**config.mk**
```make
export PLATFORM = sky130hd
export DESIGN_NAME = approximate_pattern_match_top_flat
export DESIGN_NICKNAME = d
export VERILOG_FILES = /design/src/design/apm_pkg.sv /design/src/design/apm_ifs.sv /design/src/design/approximate_pattern_match_top.sv /design/src/design/apm_cell.sv /design/src/design/apm_out.sv /design/src/flat_wrapper.sv
export VERILOG_INCLUDE_DIRS = /design/src /design/src/design
export SDC_FILE = /design/constraint.sdc
export NUM_CORES = 1
export LEC_CHECK = 0
export BUFFER_PORTS_ARGS = -buffer_cell sky130_fd_sc_hd__buf_2
export CAP_MARGIN = 20
export CORE_MARGIN = 2
export CORE_UTILIZATION = 40
export DETAILED_ROUTE_END_ITERATION = 8
export SLEW_MARGIN = 20
export SYNTH_ARGS = -nofsm -noshare
export SYNTH_HDL_FRONTEND = slang
export SYNTH_SLANG_ARGS = --single-unit
```
**constraint.sdc**
```tcl
create_clock -name i_clk -period 18.3 [get_ports i_clk]
set_input_delay 0.915 -clock i_clk [delete_from_list [all_inputs] [get_ports i_clk]]
set_output_delay 0.915 -clock i_clk [all_outputs]
set_load 0.02 [all_outputs]
```
**src/design/assert_macros.svh**
```systemverilog
// shared assertion macros
`ifndef ASSERT_MACROS_SVH
`define ASSERT_MACROS_SVH

// same-cycle implication, masked while in reset
`define APM_ASSERT_IMP(lbl, clk, rstn, ante, cons) \
    lbl: assert property (@(posedge clk) disable iff (!rstn) (ante) |-> (cons)) \
        else $error("apm assertion failed");

// next-cycle implication, masked while in reset
`define APM_ASSERT_NXT(lbl, clk, rstn, ante, cons) \
    lbl: assert property (@(posedge clk) disable iff (!rstn) (ante) |=> (cons)) \
        else $error("apm assertion failed");

`endif

```
**src/design/apm_pkg.sv**
```systemverilog
package apm_pkg;

    localparam int PATTERN_MAX_DEF = 16;
    localparam int CHAR_W          = 8;
    localparam int CELL_W          = 5;
    localparam int LEN_W           = 5;
    localparam int POS_W           = 32;
    localparam int START_W         = 33;
    localparam int CFG_IDX_W       = 2;
    localparam int CFG_DATA_W      = 64;
    localparam int REG_CHARS       = 16;

    localparam logic [CELL_W-1:0] CELL_MAX = {CELL_W{1'b1}};
    localparam logic [POS_W-1:0]  POS_MAX  = {POS_W{1'b1}};

    typedef enum logic [CFG_IDX_W-1:0] {
        REG_PATTERN_LENGTH,
        REG_CHARS_LOW,
        REG_CHARS_HIGH,
        REG_MAX_ERRORS
    } t_cfg_reg;

    // what one cell hands to the next
    typedef struct packed {
        logic              valid;
        logic [CHAR_W-1:0] text_char;
        logic              first;
        logic [CELL_W-1:0] above;
        logic [CELL_W-1:0] diag;
        logic [CELL_W-1:0] sel;
    } t_apm_link;

    // restart value of row k+1, saturated
    function automatic logic [CELL_W-1:0] cell_init(input int k);
        if (k + 1 > int'(CELL_MAX)) begin
            return CELL_MAX;
        end
        return CELL_W'(k + 1);
    endfunction

endpackage

```
**src/design/apm_ifs.sv**
```systemverilog
interface apm_in_if;
    import apm_pkg::*;
    logic              valid;
    logic              ready;
    logic [CHAR_W-1:0] text_char;
    logic              first;
    modport source (output valid, output text_char, output first, input ready);
    modport sink   (input valid, input text_char, input first, output ready);
endinterface

interface apm_out_if;
    import apm_pkg::*;
    logic                      valid;
    logic                      ready;
    logic                      match;
    logic signed [START_W-1:0] start_position;
    logic [CELL_W-1:0]         distance;
    modport source (output valid, output match, output start_position, output distance,
                    input ready);
    modport sink   (input valid, input match, input start_position, input distance,
                    output ready);
endinterface

interface apm_cfg_if;
    import apm_pkg::*;
    logic                  valid;
    logic                  ready;
    logic [CFG_IDX_W-1:0]  index;
    logic [CFG_DATA_W-1:0] data;
    modport source (output valid, output index, output data, input ready);
    modport sink   (input valid, input index, input data, output ready);
endinterface

```
**src/design/approximate_pattern_match_top.sv**
```systemverilog
// an accepted word passes the row of cell registers, then the output register
// throughput: one word per cycle, set by the skewed row of PATTERN_MAX cells
// the whole row and the output register stall together when the result is not taken
// reset (synchronous, active low): no words in flight, column rows restart at i + 1,
// position 0, pattern length 1, pattern characters and error limit 0
module approximate_pattern_match_top #(
    parameter int PATTERN_MAX = apm_pkg::PATTERN_MAX_DEF
) (
    input  logic      i_clk,
    input  logic      i_rst_n,
    apm_in_if.sink    i_in,
    apm_cfg_if.sink   i_cfg,
    apm_out_if.source o_out
);
    import apm_pkg::*;

    localparam int LW_RAW = $clog2(PATTERN_MAX + 1);
    localparam int LW     = (LW_RAW > LEN_W) ? LW_RAW : LEN_W;

    logic [LEN_W-1:0]          r_len;
    logic [CFG_DATA_W-1:0]     r_chars_lo;
    logic [CFG_DATA_W-1:0]     r_chars_hi;
    logic [LEN_W-1:0]          r_max_err;
    logic [2*CFG_DATA_W-1:0]   chars;
    logic [LW-1:0]             len_ext;
    logic [LW-1:0]             len_eff;
    logic                      adv;
    t_apm_link                 link [0:PATTERN_MAX];

    assign i_cfg.ready = 1'b1;

    always_ff @(posedge i_clk) begin
        if (!i_rst_n) begin
            r_len      <= LEN_W'(1);
            r_chars_lo <= '0;
            r_chars_hi <= '0;
            r_max_err  <= '0;
        end else if (i_cfg.valid) begin
            unique case (t_cfg_reg'(i_cfg.index))
                REG_PATTERN_LENGTH: r_len      <= i_cfg.data[LEN_W-1:0];
                REG_CHARS_LOW:      r_chars_lo <= i_cfg.data;
                REG_CHARS_HIGH:     r_chars_hi <= i_cfg.data;
                REG_MAX_ERRORS:     r_max_err  <= i_cfg.data[LEN_W-1:0];
                default: ;
            endcase
        end
    end

    assign chars   = {r_chars_hi, r_chars_lo};
    assign len_ext = LW'(r_len);
    assign len_eff = (len_ext > LW'(PATTERN_MAX)) ? LW'(PATTERN_MAX) : len_ext;

    // row zero of the table is all zeros
    always_comb begin
        link[0].valid     = i_in.valid;
        link[0].text_char = i_in.text_char;
        link[0].first     = i_in.first;
        link[0].above     = '0;
        link[0].diag      = '0;
        link[0].sel       = '0;
    end

    assign i_in.ready = adv;

    for (genvar k = 0; k < PATTERN_MAX; k++) begin : g_cell
        logic [CHAR_W-1:0] pat_char;
        logic              last;

        if (k < REG_CHARS) begin : g_char
            assign pat_char = chars[CHAR_W*k +: CHAR_W];
        end else begin : g_zero
            assign pat_char = '0;
        end

        assign last = (len_eff == LW'(k + 1));

        apm_cell #(
            .K (k)
        ) u_cell (
            .i_clk      (i_clk),
            .i_rst_n    (i_rst_n),
            .i_adv      (adv),
            .i_pat_char (pat_char),
            .i_last     (last),
            .i_link     (link[k]),
            .o_link     (link[k+1])
        );
    end

    apm_out #(
        .LW (LW)
    ) u_out (
        .i_clk        (i_clk),
        .i_rst_n      (i_rst_n),
        .i_link       (link[PATTERN_MAX]),
        .i_len_eff    (len_eff),
        .i_max_errors (r_max_err),
        .o_adv        (adv),
        .o_out        (o_out)
    );

endmodule

```
**src/design/apm_cell.sv**
```systemverilog
`include "assert_macros.svh"

module apm_cell #(
    parameter int K = 0
) (
    input  logic                      i_clk,
    input  logic                      i_rst_n,
    input  logic                      i_adv,
    input  logic [apm_pkg::CHAR_W-1:0] i_pat_char,
    input  logic                      i_last,
    input  apm_pkg::t_apm_link        i_link,
    output apm_pkg::t_apm_link        o_link
);
    import apm_pkg::*;

    localparam logic [CELL_W-1:0] INIT = cell_init(K);

    logic [CELL_W-1:0] r_value;
    t_apm_link         r_link;
    t_apm_link         n_link;
    logic [CELL_W-1:0] left;
    logic [CELL_W-1:0] m;
    logic [CELL_W-1:0] v;

    always_comb begin
        left = i_link.first ? INIT : r_value;
        m = (i_link.diag < i_link.above) ? i_link.diag : i_link.above;
        if (left < m) begin
            m = left;
        end
        if (i_pat_char == i_link.text_char) begin
            v = i_link.diag;
        end else if (m == CELL_MAX) begin
            v = CELL_MAX;
        end else begin
            v = m + CELL_W'(1);
        end
        n_link           = i_link;
        n_link.above     = v;
        n_link.diag      = left;
        n_link.sel       = i_last ? v : i_link.sel;
    end

    always_ff @(posedge i_clk) begin
        if (!i_rst_n) begin
            r_value      <= INIT;
            r_link.valid <= 1'b0;
        end else if (i_adv) begin
            r_link <= n_link;
            if (i_link.valid) begin
                r_value <= v;
            end
        end
    end

    assign o_link = r_link;

    // a row never exceeds its own index plus one
    `APM_ASSERT_IMP(a_row_bound, i_clk, i_rst_n, 1'b1, r_value <= INIT)
    `APM_ASSERT_IMP(a_link_bound, i_clk, i_rst_n, r_link.valid,
                    (r_link.above <= INIT) && (r_link.diag <= INIT))

endmodule

```
**src/design/apm_out.sv**
```systemverilog
`include "assert_macros.svh"

module apm_out #(
    parameter int LW = 5
) (
    input  logic                       i_clk,
    input  logic                       i_rst_n,
    input  apm_pkg::t_apm_link         i_link,
    input  logic [LW-1:0]              i_len_eff,
    input  logic [apm_pkg::LEN_W-1:0]  i_max_errors,
    output logic                       o_adv,
    apm_out_if.source                  o_out
);
    import apm_pkg::*;

    logic                      r_valid;
    logic                      r_match;
    logic [START_W-1:0]        r_start;
    logic [CELL_W-1:0]         r_dist;
    logic [POS_W-1:0]          r_pos;
    logic [POS_W-1:0]          n_pos;
    logic                      hit;
    logic [START_W-1:0]        start;

    assign o_adv = !r_valid || o_out.ready;

    always_comb begin
        if (i_link.first) begin
            n_pos = POS_W'(1);
        end else if (r_pos == POS_MAX) begin
            n_pos = POS_MAX;
        end else begin
            n_pos = r_pos + POS_W'(1);
        end
        hit   = LEN_W'(i_link.sel) <= i_max_errors;
        start = hit ? (START_W'(n_pos) - START_W'(i_len_eff) + START_W'(1)) : '0;
    end

    always_ff @(posedge i_clk) begin
        if (!i_rst_n) begin
            r_valid <= 1'b0;
            r_pos   <= '0;
        end else if (o_adv) begin
            r_valid <= i_link.valid;
            if (i_link.valid) begin
                r_pos   <= n_pos;
                r_match <= hit;
                r_start <= start;
                r_dist  <= i_link.sel;
            end
        end
    end

    assign o_out.valid          = r_valid;
    assign o_out.match          = r_match;
    assign o_out.start_position = $signed(r_start);
    assign o_out.distance       = r_dist;

    // a new text restarts the position at one
    `APM_ASSERT_NXT(a_pos_restart, i_clk, i_rst_n,
                    i_link.valid && i_link.first && o_adv, r_pos == POS_W'(1))
    `APM_ASSERT_IMP(a_match_dist, i_clk, i_rst_n, r_valid && r_match,
                    LEN_W'(r_dist) <= i_max_errors)
    `APM_ASSERT_IMP(a_nomatch_start, i_clk, i_rst_n, r_valid && !r_match,
                    r_start == '0)

endmodule

```
**src/flat_wrapper.sv**
```systemverilog
// flat-port wrapper written by rule: the top's interface ports become plain ports
module approximate_pattern_match_top_flat import apm_pkg::*;
#(
    parameter int PATTERN_MAX = apm_pkg::PATTERN_MAX_DEF
)
  (i_clk, i_rst_n, i_in_valid, i_in_text_char, i_in_first, i_in_ready, i_cfg_valid, i_cfg_index, i_cfg_data, i_cfg_ready, o_out_valid, o_out_match, o_out_start_position, o_out_distance, o_out_ready);
  apm_in_if i_in_i ();
  apm_cfg_if i_cfg_i ();
  apm_out_if o_out_i ();
  input  logic i_clk;
  input  logic i_rst_n;
  input wire logic [$bits(i_in_i.valid)-1:0] i_in_valid;
  input wire logic [$bits(i_in_i.text_char)-1:0] i_in_text_char;
  input wire logic [$bits(i_in_i.first)-1:0] i_in_first;
  output wire logic [$bits(i_in_i.ready)-1:0] i_in_ready;
  input wire logic [$bits(i_cfg_i.valid)-1:0] i_cfg_valid;
  input wire logic [$bits(i_cfg_i.index)-1:0] i_cfg_index;
  input wire logic [$bits(i_cfg_i.data)-1:0] i_cfg_data;
  output wire logic [$bits(i_cfg_i.ready)-1:0] i_cfg_ready;
  output wire logic [$bits(o_out_i.valid)-1:0] o_out_valid;
  output wire logic [$bits(o_out_i.match)-1:0] o_out_match;
  output wire logic [$bits(o_out_i.start_position)-1:0] o_out_start_position;
  output wire logic [$bits(o_out_i.distance)-1:0] o_out_distance;
  input wire logic [$bits(o_out_i.ready)-1:0] o_out_ready;
  assign i_in_i.valid = i_in_valid;
  assign i_in_i.text_char = i_in_text_char;
  assign i_in_i.first = i_in_first;
  assign i_in_ready = i_in_i.ready;
  assign i_cfg_i.valid = i_cfg_valid;
  assign i_cfg_i.index = i_cfg_index;
  assign i_cfg_i.data = i_cfg_data;
  assign i_cfg_ready = i_cfg_i.ready;
  assign o_out_valid = o_out_i.valid;
  assign o_out_match = o_out_i.match;
  assign o_out_start_position = o_out_i.start_position;
  assign o_out_distance = o_out_i.distance;
  assign o_out_i.ready = o_out_ready;
  approximate_pattern_match_top #(.PATTERN_MAX(PATTERN_MAX)) u_core (.i_clk(i_clk), .i_rst_n(i_rst_n), .i_in(i_in_i), .i_cfg(i_cfg_i), .o_out(o_out_i));
endmodule
```
==> metrics list, run 1 <==
- Hold Path Sink: u_core.g_cell[15].u_cell.r_value[0]
* Diodes inserted: 0
- The final layout contains routed wiring with a total length of 81600 um.
- Critical Path Start Type: flop
- The finished layout holds 4697 standard cells, fillers aside.
- RSZ-0062 raised after global routing: no
* Final setup viols: 0
* Data required, critical path: 18650 ps
- STA puts the critical path data arrival time at 6490 ps.
- The first global-routing pass estimated 129000 um of wire.
- Synthesized flop and latch total: 656
* Synth warnings: 0
* Number of maximum-capacitance constraint violations: 0
- Entering global routing, the biggest net connects 179 pins.
- Input and output buffers added on the ports amount to 120.
- Final Wtd Congestion: 0.870
- For this design the top-level I/O count stands at 122.
* Async set-or-reset flop fraction in the synthesized netlist: 0
- After clock tree synthesis, the repair step resized 0 gates.
- Detailed placement ended at an HPWL of 58200 um.
* Critical Path, Cell by Cell: ha_1 > nand3_1 > nor3_1 > nand3_1 > nor2_1 > nand2_1 > a21o_1 > ha_1 > inv_1 > ha_1 > fa_1 > a211oi_1 > o21ai_0 > a22o_1 > o21ai_0 > o311ai_1 > a2111oi_0 > or3_1 > a21oi_1
- First DRT Iteration DRCs: 1569
- Clock latency on the worst-skew pair: 660 ps
* Number of slew-limit violations in the final report: 0
* Critical hold path startpoint: u_core.g_cell[15].u_cell.r_value[0]
* Main synth FF type: sky130_fd_sc_hd__edfxtp_1
* Vias after detailed routing: 24.7k
- In the global route stage, overall resource usage came out at 0.186.
* Die Y-Extent: 295 um
* Post-synth design cell area: 0.0339 sq mm
- CTS H-Tree Depth: 3
- In this run the clock root is driven by a sky130_fd_sc_hd__clkbuf_16.
* Share of layout cells above drive strength 1: 0.111
- Part of the Yosys area used for sequential elements: 0.503
- Hold WC Path Type: flop to flop
- Cell total after placement: 4559
- Worst r2r path cells: 19
- Power spread over the standard cell area amounts to 122 mW/mm^2.
- Synthesis instantiated 91 different standard cells from the library.
- The worst register-to-register path ends at u_core.u_out.o_out.start_position[29].
- First-pass iteration count of the detailed router: 5
- Final Util: 0.456
* Placeable core area: 0.0838 sq mm
* Worst IR drop on VDD: 81.7 uV
* Source of the worst register-to-register timing path: u_core.u_out.r_pos[0]
- Static timing analysis puts the maximum clock frequency at 163 MHz.
- Filler Cell Count: 8054
- The most numerous cell type found on the critical path is sky130_fd_sc_hd__ha_1.
- Final net count: 3751
* Worst clock skew: 46.9 ps
* Hold slack: 448 ps
- Worst max-slew margin expressed relative to the limit: 0.273
- The final-report hold violation count was 0.
* Measured slew at the worst slew-check pin: 1090 ps
- Setup_tns: 0 ps
* Antenna Nets Post-Route: 0
* Die ar.: 0.0872 sq mm
- Slowest cell on the critical path: sky130_fd_sc_hd__nor3_1
- The smallest clock period supported by the final layout is computed as 6130 ps.
- In this run the deepest clock path goes through 3 buffers.
- Detail-routed net length per standard cell: 17.4 um
- The kind of cell with the highest combined delay along the critical path is compound AO/OA/AOI/OAI gates.
- Number of enable-type register cells in the synthesized netlist: 393
- Outcome: finished, final reports clean
- Synthesis produced 3382 cells.
- The floorplan step set the die width to 295 um.
- Number of buffer and inverter stages on the critical path: 1
- TritonCTS Sinks: 656
* Drt drc: 0
- The number of global-route vias before repair was 23.8k.
- TritonCTS buffer count: 74
* Register clock-pin slew on the reported worst setup and hold paths: 60 ps
- TritonCTS clock tree: built
* Final cycle utilization of the critical path: 0.335
- Average cell area after synthesis: 10.0 sq um
* Average via count per standard cell: 5.26
- The largest single stage delay on the critical path is 600 ps.
* Initial antenna violation count: 0
* Kind of critical path: flop to flop
* Static leakage power: 15.1 nW
* Starting density of the core: 0.405
* Post-CTS Setup Bufs: 0
* Count of standard-cell rows: 106
- For this design, the CTS-stage hold fixing added 0 buffers.
- For this run the aggregate overflow at the end of global routing stands at 0.
* Register-to-register path setup slack: 12170 ps
* Kind of end point of the critical path: flop
- In this run the worst path has a maximum fanout of 11.
- The area growth from synthesis to layout is 12.7%.
* Hold Path Depth: 2
-- flip-flops by register name (all words and copies together) (netlist names) --
signal	flops
u_core.u_out.o_out.match	1
u_core.u_out.o_out.start_position	33
u_core.r_chars_hi	64
u_core.u_out.r_pos	32
u_core.g_cell.u_cell.r_value	76
u_core.u_out.o_out.distance	5
u_core.u_out.o_out.valid	1
u_core.r_chars_lo	64
u_core.len_ext	5
u_core.r_max_err	5
u_core.g_cell.u_cell.o_link	370
-- cell type report --
class                   instances  area (sq um)  area share
clock inverters                26           394      0.0103
inverters                     191           724      0.0189
multi-input cells            2439         15800       0.414
clock buffers                 112          2070      0.0540
well taps                    1134          1420      0.0371
flip-flops and latches        656         17100       0.446
repair buffers                139           756      0.0198
-- worst max-delay path by stage --
stage	from	endpoint	slack, ps	depth (start not counted)
after detailed placement	u_core.u_out.r_pos[0]	u_core.u_out.o_out.start_position[29]	12240	19
after global placement	u_core.u_out.r_pos[0]	u_core.u_out.o_out.start_position[29]	12250	19
final	u_core.u_out.r_pos[0]	u_core.u_out.o_out.start_position[29]	12170	19
after floorplan	i_rst_n	u_core.g_cell[0].u_cell.o_link[0]	1170	4
after CTS	u_core.u_out.r_pos[0]	u_core.u_out.o_out.start_position[29]	12230	19
after global routing	u_core.u_out.r_pos[0]	u_core.u_out.o_out.start_position[29]	11620	19
-- routing by layer --
| layer | up-vias | GRT usage | wire, um |
|---|---|---|---|
| met4 | 0 | 0.0509 | 1670 |
| li1 | 12300 | - | - |
| met1 | 11800 | 0.250 | 37600 |
| met2 | 518 | 0.310 | 38300 |
| met5 | - | 0 | 0 |
| met3 | 96 | 0.0310 | 3990 |
-- stage by stage --
step	area, sq um	power [W]	setup WS [ps]
global route	38200	0.00496	11620
global placement	35800	0.00322	12250
CTS	38200	0.00473	12230
detailed placement	35800	0.00323	12240
finish	38200	0.00468	12170
floorplan	34000	0.00289	1170
-- synth_stat cells (13+ instances only) --
library cell | number | area [sq um]
sky130_fd_sc_hd__nand2b_1 | 34 | 213
sky130_fd_sc_hd__o211ai_1 | 21 | 158
sky130_fd_sc_hd__a21o_1 | 53 | 398
sky130_fd_sc_hd__xor2_1 | 160 | 1400
sky130_fd_sc_hd__a31o_2 | 17 | 149
sky130_fd_sc_hd__o22ai_1 | 13 | 81.3
sky130_fd_sc_hd__ha_1 | 169 | 2110
sky130_fd_sc_hd__mux2i_1 | 109 | 1090
sky130_fd_sc_hd__inv_1 | 191 | 717
sky130_fd_sc_hd__nand2_1 | 512 | 1920
sky130_fd_sc_hd__edfxtp_1 | 393 | 11800
sky130_fd_sc_hd__o31ai_1 | 16 | 120
sky130_fd_sc_hd__and3_1 | 27 | 169
sky130_fd_sc_hd__a21oi_1 | 368 | 1840
sky130_fd_sc_hd__xnor2_1 | 32 | 280
sky130_fd_sc_hd__a31oi_1 | 32 | 200
sky130_fd_sc_hd__nor2_1 | 211 | 792
sky130_fd_sc_hd__and2_1 | 35 | 219
sky130_fd_sc_hd__mux2_2 | 64 | 721
sky130_fd_sc_hd__o21ai_0 | 104 | 521
sky130_fd_sc_hd__nor4_1 | 39 | 244
sky130_fd_sc_hd__nor2b_1 | 52 | 325
sky130_fd_sc_hd__nor3_1 | 25 | 125
sky130_fd_sc_hd__or2_2 | 16 | 100
sky130_fd_sc_hd__clkbuf_1 | 84 | 315
sky130_fd_sc_hd__nand3_1 | 97 | 485
sky130_fd_sc_hd__a211oi_1 | 13 | 97.6
sky130_fd_sc_hd__a21boi_0 | 13 | 97.6
sky130_fd_sc_hd__dfxtp_1 | 263 | 5270
sky130_fd_sc_hd__nand4_1 | 22 | 138
sky130_fd_sc_hd__o21a_1 | 27 | 203
-- tightest hold or removal path, delay by kind of cell (launching register included) --
kind             cells  cell delay [ps]
flip-flops           1              300
AND/OR/NAND/NOR      1               50
AO/OA/AOI/OAI        1               50
-- cell usage in the layout (no fill, tap or decap), types with 18 or more instances in the layout --
cell                          n
sky130_fd_sc_hd__edfxtp_1   393
sky130_fd_sc_hd__clkbuf_16   75
sky130_fd_sc_hd__mux2_2      64
sky130_fd_sc_hd__a21o_1      53
sky130_fd_sc_hd__nor2b_1     51
sky130_fd_sc_hd__clkbuf_1    32
sky130_fd_sc_hd__xnor2_1     32
sky130_fd_sc_hd__o21ai_0    104
sky130_fd_sc_hd__and3_1      27
sky130_fd_sc_hd__nor3_1      25
sky130_fd_sc_hd__nand2b_1    34
sky130_fd_sc_hd__buf_4       18
sky130_fd_sc_hd__dfxtp_1    263
sky130_fd_sc_hd__nand2_1    512
sky130_fd_sc_hd__a31oi_1     31
sky130_fd_sc_hd__mux2i_1    109
sky130_fd_sc_hd__a21oi_1    368
sky130_fd_sc_hd__xor2_1     160
sky130_fd_sc_hd__o21a_1      27
sky130_fd_sc_hd__nor2_1     208
sky130_fd_sc_hd__ha_1       169
sky130_fd_sc_hd__and2_1      35
sky130_fd_sc_hd__nand4_1     22
sky130_fd_sc_hd__buf_2      120
sky130_fd_sc_hd__o211ai_1    21
sky130_fd_sc_hd__inv_1      189
sky130_fd_sc_hd__nand3_1     97
sky130_fd_sc_hd__nor4_1      39
-- report_power, final --
| part | switching (W) | internal, W |
|---|---|---|
| clock network | 0.000628 | 0.000852 |
| registers | 0.0000759 | 0.00172 |
| logic | 0.000857 | 0.000546 |
| total | 0.00156 | 0.00312 |
-- cell families after synthesis --
family,after synthesis,synth area share
mux,175,0.0542
simple gates,1103,0.147
buf+inv,291,0.0326
flops,656,0.503
compound gates,793,0.150
fa+ha+maj,170,0.0629
other cells,2,0.000221
xor+xnor,192,0.0495
(Power assumes the default switching activity.)
==> run 2: changes to the inputs <==
clock period = 6.17 ns   (was 18.3 ns; I/O delays follow)
==> metrics list, run 2 (synthesis gave the netlist of run 1 again) <==
* Outcome: finished, final reports clean
* Number of maximum-capacitance constraint violations: 0 (unchanged)
- The overall power after layout is 0.0142 W (+200%).
- Die X-Extent: 295 um (unchanged)
- The worst setup path is of the flop to flop kind.
* Detail-routed net length per standard cell: 17.3 um (-0.49%)
- The final cell count without fillers came to 4774 (+1.6%).
- The data arrival time of the worst path is 5660 ps (-830 ps).
- The share of the cycle needed by the critical path after routing is 0.865 (+0.530).
- The min-delay analysis places its worst path in the category input port to flop.
- Power Density: 363 mW/mm^2 (+200%)
* Highest-count cells in the layout ignoring fill and taps: sky130_fd_sc_hd__nand2_1, sky130_fd_sc_hd__edfxtp_1, sky130_fd_sc_hd__a21oi_1, sky130_fd_sc_hd__dfxtp_1, sky130_fd_sc_hd__nor2_1
- Delay contributed by the slowest stage of the critical path: 560 ps (-40 ps)
- The quantity of I/O buffers inserted on ports was 120 (unchanged).
- TritonCTS built the clock tree.
* Wire length of the first global-routing pass: 130000 um (+0.48%)
* Flip-flop count of the largest register after layout: 370 (unchanged)
- Number of hold violations in the final report: 0 (unchanged)
- All-layer global routing usage: 0.186 (+0.000325)
- The cell count after placement came to 4561 (+0.044%).
- The area of the die came to 0.0872 sq mm (unchanged).
- Final global-route overflow total: 0 (unchanged)
- Final Wtd Congestion: 0.881 (+1.3%)
* Die Y-Extent: 295 um (unchanged)
- The cell leakage power is 15.6 nW (+3.0%).
- The highest fanout seen on the critical path is 33 (+22).
- The number of post-CTS setup repair buffers came to 0 (unchanged).
* Clk root buf: sky130_fd_sc_hd__clkbuf_16
* Number of global-route vias before repair: 24.0k (+0.81%)
- Filler Cell Count: 7981 (-0.91%)
* First-pass iteration count of the detailed router: 5 (unchanged)
- Total half-perimeter wirelength after legalization and detailed placement: 58100 um (about the same)
- The area of the core came to 0.0838 sq mm (unchanged).
- The quantity of gates resized following cts was 0 (unchanged).
- Final setup margin: 834 ps (-11330 ps)
- Final net count: 3828 (+2.1%)
- The maximum clock path buffer count was 3 (unchanged).
- Count of standard-cell rows: 106 (unchanged)
* RSZ-0062 raised after global routing: no
- Total cell area at the placement stage: 0.0358 sq mm (+0.12%)
- The worst clock skew on the final layout was 56.8 ps (+9.96 ps).
* Data required, critical path: 6500 ps (-12150 ps)
* Area growth from synthesis to final layout: 15.7%
- The clock period minus final worst setup slack was 5340 ps (-798 ps).
* Number of hold-repair buffers added at the cts stage: 74 (+74)
- The tightest slew margin relative to the limit was 0.292 (+0.0189).
- Among all stages on the critical path, the largest delay is contributed by sky130_fd_sc_hd__a2111oi_0.
* TritonCTS buffer count: 75 (+1.4%)
- The number of clock sinks seen by CTS is 656 (unchanged).
- Critical Path Start Type: flop
- The max-slew violation total from the final report is 0 (unchanged).
- The clock transition time at the flip-flop clock pins of the worst setup and hold paths was 60 ps (about the same).
- Kind of end point of the critical path: flop
* Antenna Nets Post-Route: 0 (unchanged)
- The library cell used most frequently in the layout, excluding fill and tap cells, is sky130_fd_sc_hd__nand2_1.
- The routed via count divided by cell count is 5.26 (about the same).
- The remaining routing DRC violations was 0 (unchanged).
- Clock latency on the worst-skew pair: 660 ps (about the same)
- The initial standard-cell utilization of the core is 0.405 (unchanged).
- First DRT Iteration DRCs: 1925 (+23%)
- Measured slew at the worst slew-check pin: 1050 ps (-38.0 ps)
* Diodes inserted: 0 (unchanged)
- The aggregate routed wire length came to 82500 um (+1.1%).
- Cell with the most instances on the worst path: sky130_fd_sc_hd__buf_4
* Final setup viols: 0 (unchanged)
- Worst IR drop on VDD: 212 uV (+160%)
* Pin count of the biggest net entering global routing: 108 (-40%)
* Share of layout cells above drive strength 1: 0.114 (+0.00370)
* # IOs: 122 (unchanged)
- The critical path goes through ha_1 > nand3_1 > nor3_1 > buf_4 > nand3_1 > nor2_1 > buf_4 > nand2_1 > buf_4 > a21oi_1 > ha_1 > fa_1 > a211oi_1 > o21ai_0 > a22o_1 > o21ai_0 > o311ai_1 > a2111oi_0 > or3_1 > a21oi_1.
- Initial antenna violation count: 0 (unchanged)
- The setup slack after placement was 887 ps (-11360 ps).
- The final standard cell area without fillers was 0.0393 sq mm (+2.7%).
- Top achievable clock speed: 187 MHz (+15%)
- CTS H-Tree Depth: 3 (unchanged)
- Vias after detailed routing: 25.1k (+1.7%)
-- run 2: cell types whose count changed in the layout (fill, tap and decap cells not counted), sizes merged --
cell / change
clkinv: -1
bufinv: +3
inv: +1
clkbuf: -6
buf: +2
clkinvlp: +4
dlygate4sd3: +74
-- run 2: power breakdown --
| part | switching [W] | internal [W] |
|---|---|---|
| Sequential | 0.000229 | 0.00511 |
| Combinational | 0.00254 | 0.00165 |
| Clock | 0.00192 | 0.00280 |
-- run 2: final cells by class --
class                      count  area, sq um  area share
sequential                   656        17100       0.435
multi-input combinational   2439        15800       0.403
clock buffer                 106         2170      0.0554
timing repair buffer         215         1540      0.0391
tap                         1134         1420      0.0361
inverter                     191          724      0.0185
clock inverter                33          518      0.0132
-- run 2: final timing paths --
kind	depth (start not counted)	slack [ps]	end	from
max	20	830	u_core.u_out.o_out.start_position[29]	u_core.u_out.r_pos[0]
min	3	190	u_core.r_chars_lo[6]	i_rst_n
max reg2reg	20	830	u_core.u_out.o_out.start_position[29]	u_core.u_out.r_pos[0]
min reg2reg	2	450	u_core.g_cell[15].u_cell.r_value[0]	u_core.g_cell[15].u_cell.r_value[0]
-- run 2: metrics by stage --
step,utilization,setup TNS (ps),hold WS (ps)
after floorplan,-,-92900,407
after global placement,0.427,0,438
after detailed placement,0.427,0,443
after CTS,0.468,0,194
after global routing,0.468,0,224
final,0.468,0,191
-- run 2: layer usage --
layer,share of wire,global-route usage
met5,0,0
met1,0.46,0.252
met3,0.051,0.0316
met4,0.022,0.0529
met2,0.47,0.308
-- run 2: critical path: cells and delay by family (launching register included) --
kind / cells / cell delay [ps]
adder cells (fa/ha/maj): 3 / 980
AO/OA/AOI/OAI: 8 / 2210
AND/OR/NAND/NOR: 6 / 870
flip-flops: 1 / 400
buffers and inverters: 3 / 580
